`src/rtl/core/sqb_pkg.sv`:
```
//------------------------------------------------------------------------------
// sqb_pkg
// shared types, constants and the sine table for the sprite quad batcher
//------------------------------------------------------------------------------
`timescale 1ns / 1ps

package sqb_pkg;

   localparam int MaxBatchVertices = 4096;
   localparam int SineTableBits    = 10;
   localparam int BatchCap         = MaxBatchVertices / 4;
   localparam int QuadBits         = $clog2(BatchCap + 1);
   localparam int SineEntries      = 1 << SineTableBits;
   localparam int AngleShift       = 16 - SineTableBits;
   localparam int QuarterEntries   = SineEntries / 4;
   localparam int QuarterBits      = SineTableBits - 2;

   localparam logic [1:0] KIND_VERTEX = 2'd0;
   localparam logic [1:0] KIND_FLUSH  = 2'd1;
   localparam logic [1:0] KIND_TOTALS = 2'd2;

   localparam logic OP_DRAW = 1'b0;
   localparam logic OP_EOF  = 1'b1;

   localparam int QueueDepth = 2;

   // command from front to back: one accepted item, already classified
   typedef struct packed {
      logic               do_flush;
      logic [15:0]        flush_tex;
      logic [QuadBits-1:0] flush_quads;
      logic               do_totals;
      logic [31:0]        sprites;
      logic [15:0]        draws;
      logic               do_quad;
      logic [15:0]        tex;
      logic signed [31:0] cx;
      logic signed [31:0] cy;
      logic [29:0]        hx;
      logic [29:0]        hy;
      logic [15:0]        ul;
      logic [15:0]        vb;
      logic [15:0]        uw;
      logic [15:0]        vh;
      logic               rotate;
      logic [SineTableBits-1:0] angle_idx;
      logic [31:0]        color;
   } cmd_type;

   typedef struct packed {
      logic [1:0]         kind;
      logic signed [31:0] pos_x;
      logic signed [31:0] pos_y;
      logic [16:0]        tex_u;
      logic [16:0]        tex_v;
      logic [31:0]        color;
      logic [15:0]        tex;
      logic [10:0]        quads;
      logic [31:0]        sprites;
      logic [15:0]        draws;
      logic               last;
   } rsp_type;

   function automatic logic [16:0] quarter_sine(input logic [14:0] p);
      logic [63:0] z2;
      logic [63:0] t;
      z2 = (64'(p) * 64'(p)) >> 14;
      t  = (64'd2320 * z2) >> 14;
      t  = 64'd21024 - t;
      t  = (t * z2) >> 14;
      t  = 64'd51472 - t;
      return 17'((t * 64'(p)) >> 14);
   endfunction

   // first quarter wave, one 16-bit entry per table step
   function automatic logic [QuarterEntries*16-1:0] build_quarter();
      logic [QuarterEntries*16-1:0] tab;
      tab = '0;
      for (int j = 0; j < QuarterEntries; j++)
         tab[16*j +: 16] = 16'(quarter_sine(15'(j << AngleShift)));
      return tab;
   endfunction

   localparam logic [QuarterEntries*16-1:0] QuarterTable = build_quarter();

   // full turn sine from the quarter table, mirrored and negated by quadrant
   function automatic logic signed [17:0] sine_lookup(input logic [SineTableBits-1:0] i);
      logic [1:0]           quad;
      logic [QuarterBits:0] j;
      logic [16:0]          mag;
      logic signed [17:0]   s;
      quad = i[SineTableBits-1 -: 2];
      j    = {1'b0, i[QuarterBits-1:0]};
      if (quad[0]) j = (QuarterBits+1)'(QuarterEntries) - j;
      if (j[QuarterBits]) mag = 17'd32768;
      else mag = {1'b0, QuarterTable[16*j[QuarterBits-1:0] +: 16]};
      s = $signed({1'b0, mag});
      if (quad[1]) s = -s;
      return s;
   endfunction

endpackage

```
`src/rtl/core/sqb_queue.sv`:
```
//------------------------------------------------------------------------------
// sqb_queue
// short command queue between front and back
//------------------------------------------------------------------------------
`timescale 1ns / 1ps

module sqb_queue import sqb_pkg::*; (
   input  logic    clock,
   input  logic    reset,
   input  logic    push,
   input  cmd_type push_cmd,
   output logic    full,
   input  logic    pop,
   output logic    not_empty,
   output cmd_type head
);

   cmd_type slot_ff [QueueDepth];
   logic [$clog2(QueueDepth)-1:0] wr_ff, rd_ff;
   logic [$clog2(QueueDepth):0]   count_ff;

   assign full      = count_ff == ($clog2(QueueDepth)+1)'(QueueDepth);
   assign not_empty = count_ff != '0;
   assign head      = slot_ff[rd_ff];

   always_ff @(posedge clock) begin
      if (push) slot_ff[wr_ff] <= push_cmd;
      if (reset) begin
         wr_ff    <= '0;
         rd_ff    <= '0;
         count_ff <= '0;
      end else begin
         if (push) wr_ff <= wr_ff + 1'b1;
         if (pop)  rd_ff <= rd_ff + 1'b1;
         count_ff <= count_ff + ($clog2(QueueDepth)+1)'(push) - ($clog2(QueueDepth)+1)'(pop);
      end
   end

endmodule

```
`config.mk`:
```
export PLATFORM = sky130hd
export DESIGN_NAME = sqb_queue
export DESIGN_NICKNAME = d
export VERILOG_FILES = /design/src/rtl/core/sqb_pkg.sv /design/src/rtl/core/sqb_queue.sv
export SDC_FILE = /design/constraint.sdc
export NUM_CORES = 1
export LEC_CHECK = 0
export BUFFER_PORTS_ARGS = -buffer_cell sky130_fd_sc_hd__buf_2
export CELL_PAD_IN_SITES_DETAIL_PLACEMENT = 1
export CELL_PAD_IN_SITES_GLOBAL_PLACEMENT = 1
export CORE_AREA = 2 2 255 257
export DETAILED_ROUTE_END_ITERATION = 10
export DIE_AREA = 0 0 257 259
export GPL_ROUTABILITY_DRIVEN = 0
export GPL_TIMING_DRIVEN = 0
export PLACE_DENSITY_LB_ADDON = 0.1
export RECOVER_POWER = 100
export SLEW_MARGIN = 25
export SYNTH_ARGS = -nofsm -noshare
export SYNTH_HDL_FRONTEND = slang
export SYNTH_SLANG_ARGS = --single-unit
```
`constraint.sdc`:
```
create_clock -name clock -period 23.6 [get_ports clock]
set_input_delay 4.72 -clock clock [delete_from_list [all_inputs] [get_ports clock]]
set_output_delay 4.72 -clock clock [all_outputs]
set_load 0.03 [all_outputs]
```
==> impl_metrics.py <==
metrics = {
    "run_status": {
        "status": "complete, but fails checks",
        "violations": "capacitance limit, slew limit",
    },
    "timing": {
        "worstMarginPinSlew_ns": 2.57,
        "timing.fmax_ghz": 0.0906,
        "setup_viol_count_final": 0,
        "slew_headroom_pct": -71.5,
        "fin_skew_ns": 0.0143,
        "slew_viol_final": 367,
        "min_period_over_period_pct": 46.8,
        "final-hold-violation-count": 0,
        "fin_ws_ns": 12.56,
        "period_minus_slack_ns": 11.04,
        "rsz0062_at_grt": "false",
        "tns_ns": 0,
    },
    "worst_setup_path": {
        "regToRegSetupSlack_ns": 16.52,
        "cp.required_ns": 23.76,
        "worstPathMaxFanout": 38,
        "crit_slowest_cell": "clkbuf_1",
        "start_kind": "input pin",
        "cp_num_buf_inv": 4,
        "worst_setup_path_end_kind": "register",
        "cp.depth": 5,
        "r2r-end": "slot_ff[1][105]$_DFFE_PP_",
        "reg2reg_depth": 4,
        "cp-endpoint": "slot_ff[1][105]$_DFFE_PP_",
        "path_class": "in -> reg",
        "setup.worst_path.start": "push",
        "crit_chain": "clkbuf_1 > and2_0 > clkbuf_1 > clkbuf_1 > clkbuf_1",
        "path_common_cell": "clkbuf_1",
        "crit_family": "buffers and inverters",
        "r2r-start": "wr_ff$_SDFFE_PP0P_",
        "cp_slowest_stage_delay_ns": 1.72,
        "arrival_ns": 11.19,
    },
    "power_and_ir_drop": {
        "ir_worst_vdd_mv": 0.0660,
        "powerDensity_nw_per_um2": 93.9,
        "cellLeakagePower_nw": 10.0,
    },
    "logic_synthesis": {
        "syn_area_sq_um": 23800,
        "ys_seq_elements": 655,
        "synth_most_common_cell": "edfxtp_1",
        "yosysWarnings": 0,
        "synth.top_cells.by_area": "edfxtp_1, mux2_2, buf_6",
        "seq_area_frac_synth_pct": 82.3,
        "synth_cells": 1032,
        "yosysTopAreaCell": "edfxtp_1",
        "synth_edf_count": 650,
        "synth-async-reset-ratio_pct": 0,
        "synth-main-ff-cell": "edfxtp_1",
        "syn_area_per_cell_sq_um": 23.1,
        "synth_cell_type_count": 15,
        "syn-num-nets": 1363,
        "synth_commonest_cells": "edfxtp_1, mux2_2, buf_6, mux2_4, buf_2",
        "synth_top_cell_area_share_pct": 81.9,
    },
    "clocking": {
        "path_clk_slew_ns": 0.05,
        "numCtsBuffers": 73,
        "ctsLongestPathBuffers": 3,
        "cts_setup_buffers": 0,
        "clkSinkCount": 655,
        "cts_tree": "done",
        "cts-htree-levels": 3,
        "cts_hold_buffers": 0,
        "root_buffer": "clkbuf_16",
        "insertion_delay_ns": 0.59,
        "cts_resized": 0,
    },
    "detailed_routing": {
        "totalWireLength_um": 64400,
        "antenna_left": 0,
        "via_count": 12700,
        "via_per_inst": 4.67,
        "wl_per_cell_um": 23.7,
        "firstDrtPassIters": 6,
        "drc": 0,
        "drt_iter0_drc": 647,
    },
    "placed_design": {
        "portBuffers": 655,
        "post-place-ws_ns": 16.80,
        "dp_cells": 2569,
        "post-dp-hpwl_um": 48000,
        "place_area_sq_um": 28800,
    },
    "finish": {
        "nets": 2120,
        "postLayoutCellArea_sq_um": 29700,
        "syn_to_final_growth_pct": 24.7,
        "final_cells": 2714,
        "fill_cells": 6345,
        "regArea_sq_um": 19600,
        "multiInputGateArea_sq_um": 3830,
        "postLayoutCoreUtil_pct": 46.5,
        "drive_above_1_share_pct": 34.9,
    },
    "die": {
        "initial_core_util_pct": 37.3,
        "std_cell_rows": 93,
        "die_x_um": 257,
        "ioPinCount": 656,
        "die-area_sq_um": 66600,
        "die_y_um": 259,
        "core_area_sq_um": 63900,
    },
    "min_path": {
        "min_path_type": "reg -> reg",
    },
    "global_route": {
        "grt_pass1_wl_um": 91400,
        "grt_pass1_vias": 13700,
        "grt_max_degree": 44,
        "grt_use_total_pct": 18.9,
        "antenna_found_initial": 26,
        "grt.overflow.total": 0,
    },
    "run": {
        "cap_violations": 11,
    },
}
## where the power goes
part | internal [mW] | switching (mW)
Combinational | 0.110 | 0.270
Clock | 0.587 | 0.445
Sequential | 1.36 | 0.0145
Total | 2.06 | 0.730
## stage by stage
step           hold slack (ns)  power (mW)
5_1_grt                  0.584        2.90
4_1_cts                  0.528        2.88
2_1_floorplan            0.480        1.69
6_report                 0.520        2.79
3_3_place_gp             0.499        1.86
3_5_place_dp             0.511        1.83
## flip-flops by register name (all words and copies together) (netlist names), named ones only
register,cells
count_ff,2
rd_ff,1
slot_ff,650
wr_ff,1
## per-layer routing
metal  GRT usage (%)  wire, um  up-vias
met2            33.4     34200      434
met1            20.6     22900     6435
met5               0        96        -
li1                -         -     5668
met4            7.40      2020       16
met3            6.83      5200      114
## tightest hold or removal path, delay by kind of cell (launching register included)
family | cells | cell delay (ns)
flip-flops | 1 | 0.32
AND/OR/NAND/NOR | 1 | 0.08
XOR/XNOR | 1 | 0.08
## worst min-delay path by stage
stage	startpoint	to	slack, ns	cells after the start
2_1_floorplan	rd_ff$_SDFFE_PP0P_	register	0.48	2
3_5_place_dp	rd_ff$_SDFFE_PP0P_	rd_ff$_SDFFE_PP0P_	0.51	2
6_report	rd_ff$_SDFFE_PP0P_	register	0.52	2
5_1_grt	rd_ff$_SDFFE_PP0P_	rd_ff$_SDFFE_PP0P_	0.58	2
4_1_cts	rd_ff$_SDFFE_PP0P_	register	0.53	2
3_3_place_gp	rd_ff$_SDFFE_PP0P_	rd_ff$_SDFFE_PP0P_	0.50	2
## cell usage in the layout, fill, tap and decap left out, drive strengths merged
master,n
clkinvlp,2
clkbuf,571
nor2b,3
clkinv,30
ha,2
mux2,325
inv,5
or2,1
xnor2,2
edfxtp,650
bufinv,1
xnor3,1
dfxtp,5
buf,238
diode,18
and2,1
nor2,4
## cell type report
class,count,share of cell area (%)
multi-input cells,339,12.9
diodes,18,0.152
repair buffers,682,9.61
plain buffers,36,0.455
clock buffers,91,6.45
flip-flops and latches,655,66.0
clock inverters,36,0.800
inverters,2,0.0253
well taps,855,3.60
## cells by family after synthesis
family	synth area share (%)
flip-flops	82.3
multiplexers	15.7
buffers and inverters	1.55
AND/OR/NAND/NOR	0.194
XOR/XNOR	0.168
adder cells (fa/ha/maj)	0.105
Power figures use the tool's default switching activity.
