$ cat config.mk
export PLATFORM = sky130hd
export DESIGN_NAME = sqb_front
export DESIGN_NICKNAME = d
export VERILOG_FILES = /design/src/rtl/core/sqb_pkg.sv /design/src/rtl/core/sqb_front.sv
export SDC_FILE = /design/constraint.sdc
export NUM_CORES = 1
export LEC_CHECK = 0
export BUFFER_PORTS_ARGS = -buffer_cell sky130_fd_sc_hd__buf_2
export CAP_MARGIN = 25
export CORE_AREA = 2 2 225 227
export CTS_BUF_LIST = sky130_fd_sc_hd__clkbuf_8
export DETAILED_ROUTE_END_ITERATION = 6
export DIE_AREA = 0 0 227 229
export SLEW_MARGIN = 0
export SYNTH_ARGS = -nofsm -noshare
export SYNTH_HDL_FRONTEND = slang
export SYNTH_SLANG_ARGS = --single-unit
$ cat constraint.sdc
create_clock -name clock -period 4.5 [get_ports clock]
set_clock_uncertainty 0.15 [all_clocks]
set_input_delay 0.225 -clock clock [delete_from_list [all_inputs] [get_ports clock]]
set_output_delay 0.225 -clock clock [all_outputs]
set_load 0.05 [all_outputs]
$ cat src/rtl/core/sqb_pkg.sv
//------------------------------------------------------------------------------
// sqb_pkg
// shared types, constants and the sine table for the sprite quad batcher
//------------------------------------------------------------------------------
`timescale 1ns / 1ps

package sqb_pkg;

   localparam int MaxBatchVertices = 4096;
   localparam int SineTableBits    = 10;
   localparam int BatchCap         = MaxBatchVertices / 4;
   localparam int QuadBits         = $clog2(BatchCap + 1);
   localparam int SineEntries      = 1 << SineTableBits;
   localparam int AngleShift       = 16 - SineTableBits;
   localparam int QuarterEntries   = SineEntries / 4;
   localparam int QuarterBits      = SineTableBits - 2;

   localparam logic [1:0] KIND_VERTEX = 2'd0;
   localparam logic [1:0] KIND_FLUSH  = 2'd1;
   localparam logic [1:0] KIND_TOTALS = 2'd2;

   localparam logic OP_DRAW = 1'b0;
   localparam logic OP_EOF  = 1'b1;

   localparam int QueueDepth = 2;

   // command from front to back: one accepted item, already classified
   typedef struct packed {
      logic               do_flush;
      logic [15:0]        flush_tex;
      logic [QuadBits-1:0] flush_quads;
      logic               do_totals;
      logic [31:0]        sprites;
      logic [15:0]        draws;
      logic               do_quad;
      logic [15:0]        tex;
      logic signed [31:0] cx;
      logic signed [31:0] cy;
      logic [29:0]        hx;
      logic [29:0]        hy;
      logic [15:0]        ul;
      logic [15:0]        vb;
      logic [15:0]        uw;
      logic [15:0]        vh;
      logic               rotate;
      logic [SineTableBits-1:0] angle_idx;
      logic [31:0]        color;
   } cmd_type;

   typedef struct packed {
      logic [1:0]         kind;
      logic signed [31:0] pos_x;
      logic signed [31:0] pos_y;
      logic [16:0]        tex_u;
      logic [16:0]        tex_v;
      logic [31:0]        color;
      logic [15:0]        tex;
      logic [10:0]        quads;
      logic [31:0]        sprites;
      logic [15:0]        draws;
      logic               last;
   } rsp_type;

   function automatic logic [16:0] quarter_sine(input logic [14:0] p);
      logic [63:0] z2;
      logic [63:0] t;
      z2 = (64'(p) * 64'(p)) >> 14;
      t  = (64'd2320 * z2) >> 14;
      t  = 64'd21024 - t;
      t  = (t * z2) >> 14;
      t  = 64'd51472 - t;
      return 17'((t * 64'(p)) >> 14);
   endfunction

   // first quarter wave, one 16-bit entry per table step
   function automatic logic [QuarterEntries*16-1:0] build_quarter();
      logic [QuarterEntries*16-1:0] tab;
      tab = '0;
      for (int j = 0; j < QuarterEntries; j++)
         tab[16*j +: 16] = 16'(quarter_sine(15'(j << AngleShift)));
      return tab;
   endfunction

   localparam logic [QuarterEntries*16-1:0] QuarterTable = build_quarter();

   // full turn sine from the quarter table, mirrored and negated by quadrant
   function automatic logic signed [17:0] sine_lookup(input logic [SineTableBits-1:0] i);
      logic [1:0]           quad;
      logic [QuarterBits:0] j;
      logic [16:0]          mag;
      logic signed [17:0]   s;
      quad = i[SineTableBits-1 -: 2];
      j    = {1'b0, i[QuarterBits-1:0]};
      if (quad[0]) j = (QuarterBits+1)'(QuarterEntries) - j;
      if (j[QuarterBits]) mag = 17'd32768;
      else mag = {1'b0, QuarterTable[16*j[QuarterBits-1:0] +: 16]};
      s = $signed({1'b0, mag});
      if (quad[1]) s = -s;
      return s;
   endfunction

endpackage

$ cat src/rtl/core/sqb_front.sv
//------------------------------------------------------------------------------
// sqb_front
// accepts sprites and frame ends, keeps batch and frame state, issues commands
//------------------------------------------------------------------------------
`timescale 1ns / 1ps

module sqb_front import sqb_pkg::*; (
   input  logic               clock,
   input  logic               reset,
   input  logic               req_valid,
   output logic               req_stall,
   input  logic               req_op,
   input  logic [15:0]        req_texture_id,
   input  logic signed [31:0] req_center_x,
   input  logic signed [31:0] req_center_y,
   input  logic [30:0]        req_width,
   input  logic [30:0]        req_height,
   input  logic [15:0]        req_uv_left,
   input  logic [15:0]        req_uv_bottom,
   input  logic [15:0]        req_uv_width,
   input  logic [15:0]        req_uv_height,
   input  logic [15:0]        req_angle,
   input  logic [31:0]        req_rgba,
   output logic               cmd_valid,
   input  logic               cmd_full,
   output cmd_type            cmd
);

   logic [15:0]         open_tex_ff, open_tex_in;
   logic [QuadBits-1:0] quads_ff, quads_in;
   logic [31:0]         sprites_ff, sprites_in;
   logic [15:0]         draws_ff, draws_in;
   logic                accept, flush_ok;

   assign req_stall = cmd_full;
   assign accept    = req_valid && !cmd_full;
   assign flush_ok  = (quads_ff != '0) && (open_tex_ff != 16'd0);

   always_comb begin
      cmd = '0;
      cmd_valid   = 1'b0;
      open_tex_in = open_tex_ff;
      quads_in    = quads_ff;
      sprites_in  = sprites_ff;
      draws_in    = draws_ff;
      cmd.flush_tex   = open_tex_ff;
      cmd.flush_quads = quads_ff;
      cmd.tex       = req_texture_id;
      cmd.cx        = req_center_x;
      cmd.cy        = req_center_y;
      cmd.hx        = req_width[30:1];
      cmd.hy        = req_height[30:1];
      cmd.ul        = req_uv_left;
      cmd.vb        = req_uv_bottom;
      cmd.uw        = req_uv_width;
      cmd.vh        = req_uv_height;
      cmd.rotate    = req_angle != 16'd0;
      cmd.angle_idx = req_angle[15:AngleShift];
      cmd.color     = req_rgba;
      if (accept) begin
         if (req_op == OP_EOF) begin
            cmd_valid     = 1'b1;
            cmd.do_flush  = flush_ok;
            cmd.do_totals = 1'b1;
            cmd.sprites   = sprites_ff;
            cmd.draws     = draws_ff + 16'(flush_ok);
            open_tex_in = '0;
            quads_in    = '0;
            sprites_in  = '0;
            draws_in    = '0;
         end else if (req_texture_id != 16'd0) begin
            cmd_valid   = 1'b1;
            cmd.do_quad = 1'b1;
            if (((open_tex_ff != 16'd0) && (req_texture_id != open_tex_ff)) ||
                (32'(quads_ff) >= 32'(BatchCap))) begin
               cmd.do_flush = flush_ok;
               if (flush_ok) begin
                  draws_in = draws_ff + 16'd1;
                  quads_in = '0;
               end
            end
            quads_in    = quads_in + QuadBits'(1);
            sprites_in  = sprites_ff + 32'd1;
            open_tex_in = req_texture_id;
         end
      end
   end

   always_ff @(posedge clock) begin
      if (reset) begin
         open_tex_ff <= '0;
         quads_ff    <= '0;
         sprites_ff  <= '0;
         draws_ff    <= '0;
      end else begin
         open_tex_ff <= open_tex_in;
         quads_ff    <= quads_in;
         sprites_ff  <= sprites_in;
         draws_ff    <= draws_in;
      end
   end

endmodule

==> impl_metrics.yaml, run 1 <==
timing:
  relSlewSlack_pct: 52.8
  rsz0062_at_grt: "no"
  fin_crit_sh_pct: 80.9
  drv_slew: 0
  fin_tns_setup_ns: 0
  setup_viol: 0
  holdWs_ns: 0.135
  final-hold-violation-count: 0
  worstMarginPinSlew_ns: 0.708
  timing.final.ws_setup_ns: 0.861
  period_minus_slack_ns: 3.64
  fmax_ghz: 0.275
die:
  core_area_um2: 49700
  die_h_um: 229
  initial_utilization_pct: 12.7
  placementRows: 82
  die_x_um: 227
  dieArea_um2: 52000
  ioPinCount: 586
final_layout:
  fin_nets: 985
  area_growth_pct: 0.594
  stdcell_area_um2: 6360
  drive_gt1_share_pct: 26.0
detailed_routing:
  vias_per_cell: 3.75
  drt_iter0_markers: 200
  routed_wl_mm: 23.6
  dr.pass1.iters: 4
  drcViolationCount: 0
  ant_nets: 0
  via_count: 5245
  wl_per_cell_um: 16.8
yosys:
  synthCells: 826
  synth_cell_type_count: 54
  ys_seq_area_share_pct: 23.7
  synth_ff_type: "dfxtp_1"
  synth_nets: 1090
  avgSynthCellArea_um2: 7.65
  synth-edff-count: 0
  netlist_area_um2: 6320
  async_flop_share_pct: 0
  yosysWarnings: 0
  synth_seq_cells: 75
global_route:
  grt_util_met2_pct: 14.1
  grt.busiest_layer: "met2"
  use_met3_pct: 4.50
  grt_pass1_wl_mm: 32.3
  grt-ovfl-total: 0
  grt_max_degree: 41
  antenna_found_initial: 1
  grt_usage_pct: 8.75
  grt_pass1_vias: 4890
  grt.met1_usage_pct: 8.25
critical_path:
  reg2reg_to: "quads_ff[10]"
  slowest_stage: "nor4_1"
  r2r_slack_ns: 0.97
  critPathLaunchType: "primary input"
  cpMostUsedCell: "and3_1"
  slowest_delay_ns: 0.60
  end_kind: "flip-flop"
  arrival_ns: 3.79
  worst-r2r-cell-count: 13
  path_class: "in2reg"
  cp.required_ns: 4.65
  crit_chain: "dlygate4sd3_1 > buf_2 > xor2_1 > nor4_1 > nand2_1 > o21bai_1 > buf_4 > and2_1 > ha_1 > and3_1 > and3_1 > and3_1 > nand3_1 > a31o_2 > a32o_1"
  r2r_start: "open_tex_ff[9]"
  critPathCapture: "quads_ff[10]"
  crit_fanout: 14
  crit_start: "req_texture_id[9]"
clocking:
  cts_buffers: 9
  cts_max_level: 3
  cts_buffer_depth: 2
  cts-resized-gates: 0
  clk_pin_slew_ns: 0.10
  cts_hold_buf: 16
  cts_tree: "built"
  clkSinkCount: 75
  cts_setup_buffers: 0
  clock-root-buffer: "clkbuf_8"
  clk-insertion-delay-late_ns: 0.41
pwr:
  ir_worst_vdd_mv: 0.143
  p_leak_nw: 2.45
  power_w: 0.00164
  power_density_nw_per_um2: 258
outcome:
  outcome: "finished clean"
place:
  hpwl_mm: 18.5
  place_congestion: 0.771
  io_buffers: 143
  place_ws_ns: 1.02
  post_dp_cell_area_um2: 5930
hold_path:
  hp-class: "in2reg"
run:
  maxCapViolCount: 0
placed cells by master, fill, tap and decap left out, drive strengths merged, types with 6 or more instances in the layout:
cell type	netlist	layout
xnor2	9	9
dfxtp	75	75
a31oi	10	10
clkbuf	25	9
nand2	48	48
inv	11	13
or3	18	18
nand4	7	7
a22oi	19	19
o21ai	45	45
dlygate4sd3	0	16
xor2	22	22
nand3	36	36
or4	13	13
and3	46	46
buf	260	153
a21oi	39	39
a311oi	6	6
nor3	9	9
nor4	17	17
nor2	63	63
cell usage after synthesis, types with 2 or more instances:
cell type    n  area, um2
buf_4      247       1850
dfxtp_1     75       1500
nor2_1      62        233
nand2_1     47        176
and3_1      46        288
o21ai_0     40        200
a21oi_1     37        185
nand3_1     36        180
clkbuf_1    25       93.8
xor2_1      22        193
a22oi_1     19        143
or3_1       18        113
nor4_1      15       93.8
or4_1       11       82.6
a31oi_1     10       62.6
inv_1       10       37.5
nor3_1       9       45.0
xnor2_1      9       78.8
buf_2        8       40.0
nand4_1      7       43.8
a311oi_2     6       90.1
and4_1       5       43.8
ha_1         5       62.6
nor2b_1      5       31.3
o21ai_1      4       20.0
a211oi_1     3       22.5
buf_6        3       33.8
mux2i_1      3       30.0
nand3b_1     3       22.5
nor3b_1      3       22.5
o211ai_1     3       22.5
o31ai_1      3       22.5
a21oi_2      2       17.5
and2_1       2       12.5
buf_1        2       7.51
nand2b_1     2       12.5
or4_4        2       22.5
worst max-delay path, delay by kind of cell:
kind	cells	cell delay, ns
AOI/OAI and AO/OA	3	0.64
buffers and inverters	3	0.95
xor gates and xnor gates	1	0.14
adders and majority gates	1	0.22
and+or+nand+nor	7	1.62
registers in the layout, indices dropped and copies added, names as in the netlist:
| register | flops |
|---|---|
| open_tex_ff | 16 |
| sprites_ff | 32 |
| draws_ff | 16 |
| quads_ff | 11 |
layout make-up:
class / instances / area [um2]
inverter: 11 / 41.3
antenna: 2 / 5.00
sequential: 75 / 1500
tap: 672 / 841
timing repair buffer: 169 / 955
multi-input combinational: 455 / 2750
clock buffer: 9 / 124
fill: 5788 / 43300
clock inverter: 7 / 140
per-layer routing:
layer	share of wire, %	vias to the layer above
met5	0	-
met1	34	2427
met4	8.0	0
met3	11	103
met2	47	295
li1	-	2420
power breakdown:
group          total, W  switching, W  internal (W)
registers      0.000675    0.00000684      0.000668
logic          0.000228      0.000167     0.0000604
clock network  0.000737      0.000312      0.000424
total           0.00164      0.000486       0.00115
worst min path at each step:
stage | startpoint | endpoint | slack, ns | cells past startpoint
after detailed placement | req_height[11] | cmd[117] | 0.30 | 0
after CTS | reset | open_tex_ff[13] | 0.07 | 2
final | reset | open_tex_ff[8] | 0.13 | 2
after global routing | reset | quads_ff[1] | 0.10 | 2
after global placement | req_height[11] | cmd[117] | 0.30 | 0
after floorplan | req_texture_id[0] | open_tex_ff[0] | 0.22 | 2
cells by family after synthesis:
family          after synthesis  synth area share [%]
simple gates                279                  23.7
compound gates              137                  14.1
mux                           3                 0.475
xor+xnor                     31                  4.29
buf+inv                     296                  32.8
fa+ha+maj                     5                 0.990
flops                        75                  23.7
through the flow:
step | utilization [%] | cells
finish | 12.8 | 1400
global route | 12.8 | 1399
CTS | 12.8 | 1398
detailed placement | 11.9 | 1366
global placement | 11.9 | 1365
floorplan | - | 826
No activity file was read; power rests on OpenSTA's default activity.
==> run 2, diff against run 1 <==
CORE_AREA = 2 2 226 228   (was 2 2 225 227)
DIE_AREA = 0 0 228 230   (was 0 0 227 229)
clock period = 3.1 ns   (was 4.5 ns; I/O delays follow)
==> impl_metrics.yaml, run 2 (same netlist as run 1, synthesis figures left out) <==
place:
  place_congestion: 0.788
  io_buffers: 143
  hpwl_mm: 20.3
  post_dp_cell_area_um2: 6220
final_layout:
  fin_nets: 1022
  final_common_cell: "buf_2"
  largest_registers: "sprites_ff (32), draws_ff (16), open_tex_ff (16)"
  drive_gt1_share_pct: 35.2
  largest_reg_flops: 32
  top_register: "sprites_ff"
  num_antenna_cells: 0
  area_growth_pct: 8.23
  final_cell_mix: "135 x buf_2, 60 x nor2_1, 57 x dfxtp_1"
  stdcell_area_um2: 6840
critical_path:
  end_kind: "output port"
  critPathLaunchType: "primary input"
  cpMostUsedCell: "buf_2"
  path_class: "in2out"
  arrival_ns: 2.70
  slowest_stage: "dlygate4sd3_1"
  cp.required_ns: 2.79
  crit_chain: "dlygate4sd3_1 > buf_2 > or4_1 > or4_4 > o21ai_4 > buf_4 > nor3_1 > buf_2"
  crit_fanout: 27
  slowest_delay_ns: 0.53
die:
  initial_utilization_pct: 12.7
  placementRows: 82
  core_area_um2: 49900
  die_x_um: 228
  dieArea_um2: 52400
  ioPinCount: 586
  die_h_um: 230
timing:
  fmax_ghz: 0.333
  final-hold-violation-count: 0
  drv_slew: 0
  period_minus_slack_ns: 3.00
  setup_viol: 0
  worstMarginPinSlew_ns: 0.700
  relSlewSlack_pct: 53.2
  fin_crit_sh_pct: 96.9
  holdWs_ns: 0.160
  rsz0062_at_grt: "yes"
  fin_tns_setup_ns: 0
global_route:
  antenna_found_initial: 2
  grt_max_degree: 36
  grt_usage_pct: 9.39
  grt_pass1_vias: 5242
  grt-ovfl-total: 0
  grt_pass1_wl_mm: 35.7
detailed_routing:
  dr.pass1.iters: 4
  vias_per_cell: 3.81
  via_count: 5468
  route.met3.wl_mm: 2.88
  wl_per_cell_um: 17.8
  wl_met1_mm: 8.72
  dr_wl_met2_mm: 12.9
  topRoutingLayerUsed: "met4"
  drcViolationCount: 0
  ant_nets: 0
  routed_wl_mm: 25.6
  drt_iter0_markers: 289
clocking:
  cts_max_level: 3
  clock-root-buffer: "clkbuf_8"
  cts_tree: "built"
  cts_buffer_depth: 2
  cts_buffers: 9
  clkSinkCount: 75
  clk-insertion-delay-late_ns: 0.39
pwr:
  seqPwrFrac_pct: 45.8
  p_leak_nw: 2.66
  power_switching_share_pct: 31.8
  ir_worst_vdd_mv: 0.159
  combPwrFrac_pct: 16.9
  clockPowerShare_pct: 37.3
  p_int_w: 0.00146
  power_density_nw_per_um2: 313
  p_sw_w: 0.000681
outcome:
  outcome: "finished clean"
run:
  maxCapViolCount: 0
hold_path:
  hp-class: "in2out"
## run 2: final timing paths
check                    startpoint  slack (ns)  cells past startpoint              to
setup / recovery  req_texture_id[8]         0.1                      8        cmd[324]
hold / removal          req_rgba[0]        0.16                      0          cmd[0]
hold reg to reg      sprites_ff[31]        0.32                      1  sprites_ff[31]
setup reg to reg     open_tex_ff[0]        0.19                     13    quads_ff[10]
## run 2: area by class of cell
cell class              count  area, um2
clock inverters             5       47.5
multi-input cells         455       2950
inverters                  11       41.3
repair buffers            206       1300
well taps                 672        841
clock buffers              10        138
fillers                  5747      43000
flip-flops and latches     75       1530
## run 2: critical path: cells and delay by family
family	cells	cell delay, ns
simple gates	3	1.11
compound gates	1	0.15
buf+inv	4	1.28
## run 2: power by group through the flow
stage | logic [W] | clock network [W] | registers, W
floorplan | 0.000973 | 0 | 0.00103
global placement | 0.000330 | 0 | 0.00100
detailed placement | 0.000335 | 0 | 0.00100
CTS | 0.000355 | 0.000844 | 0.000980
global route | 0.000388 | 0.000875 | 0.000982
finish | 0.000362 | 0.000799 | 0.000981
## run 2: timing repair
| item | 4_1_cts | 5_1_grt |
|---|---|---|
| hold buffers | 17 | 0 |
| hold endpoints to repair | 17 | 0 |
| pin swaps | 4 | 11 |
| setup buffers | 1 | 2 |
| endpoints found under the setup margin | 11 | 16 |
| gates resized for setup | 27 | 28 |
## run 2: stage by stage
stage | power [W] | util (%) | worst slack, ns | instances
after floorplan | 0.00200 | - | -0.0866 | 826
after global placement | 0.00133 | 12.4 | -0.0278 | 1398
after detailed placement | 0.00134 | 12.5 | -0.0851 | 1399
after CTS | 0.00218 | 13.4 | 0.00116 | 1432
after global routing | 0.00225 | 13.7 | -0.0399 | 1434
final | 0.00214 | 13.7 | 0.0972 | 1434
## run 2: layer usage
layer	up-vias	track usage (%)
li1	2481	-
met1	2542	8.76
met2	352	16.8
met3	93	4.58
met4	0	5.15
met5	-	0
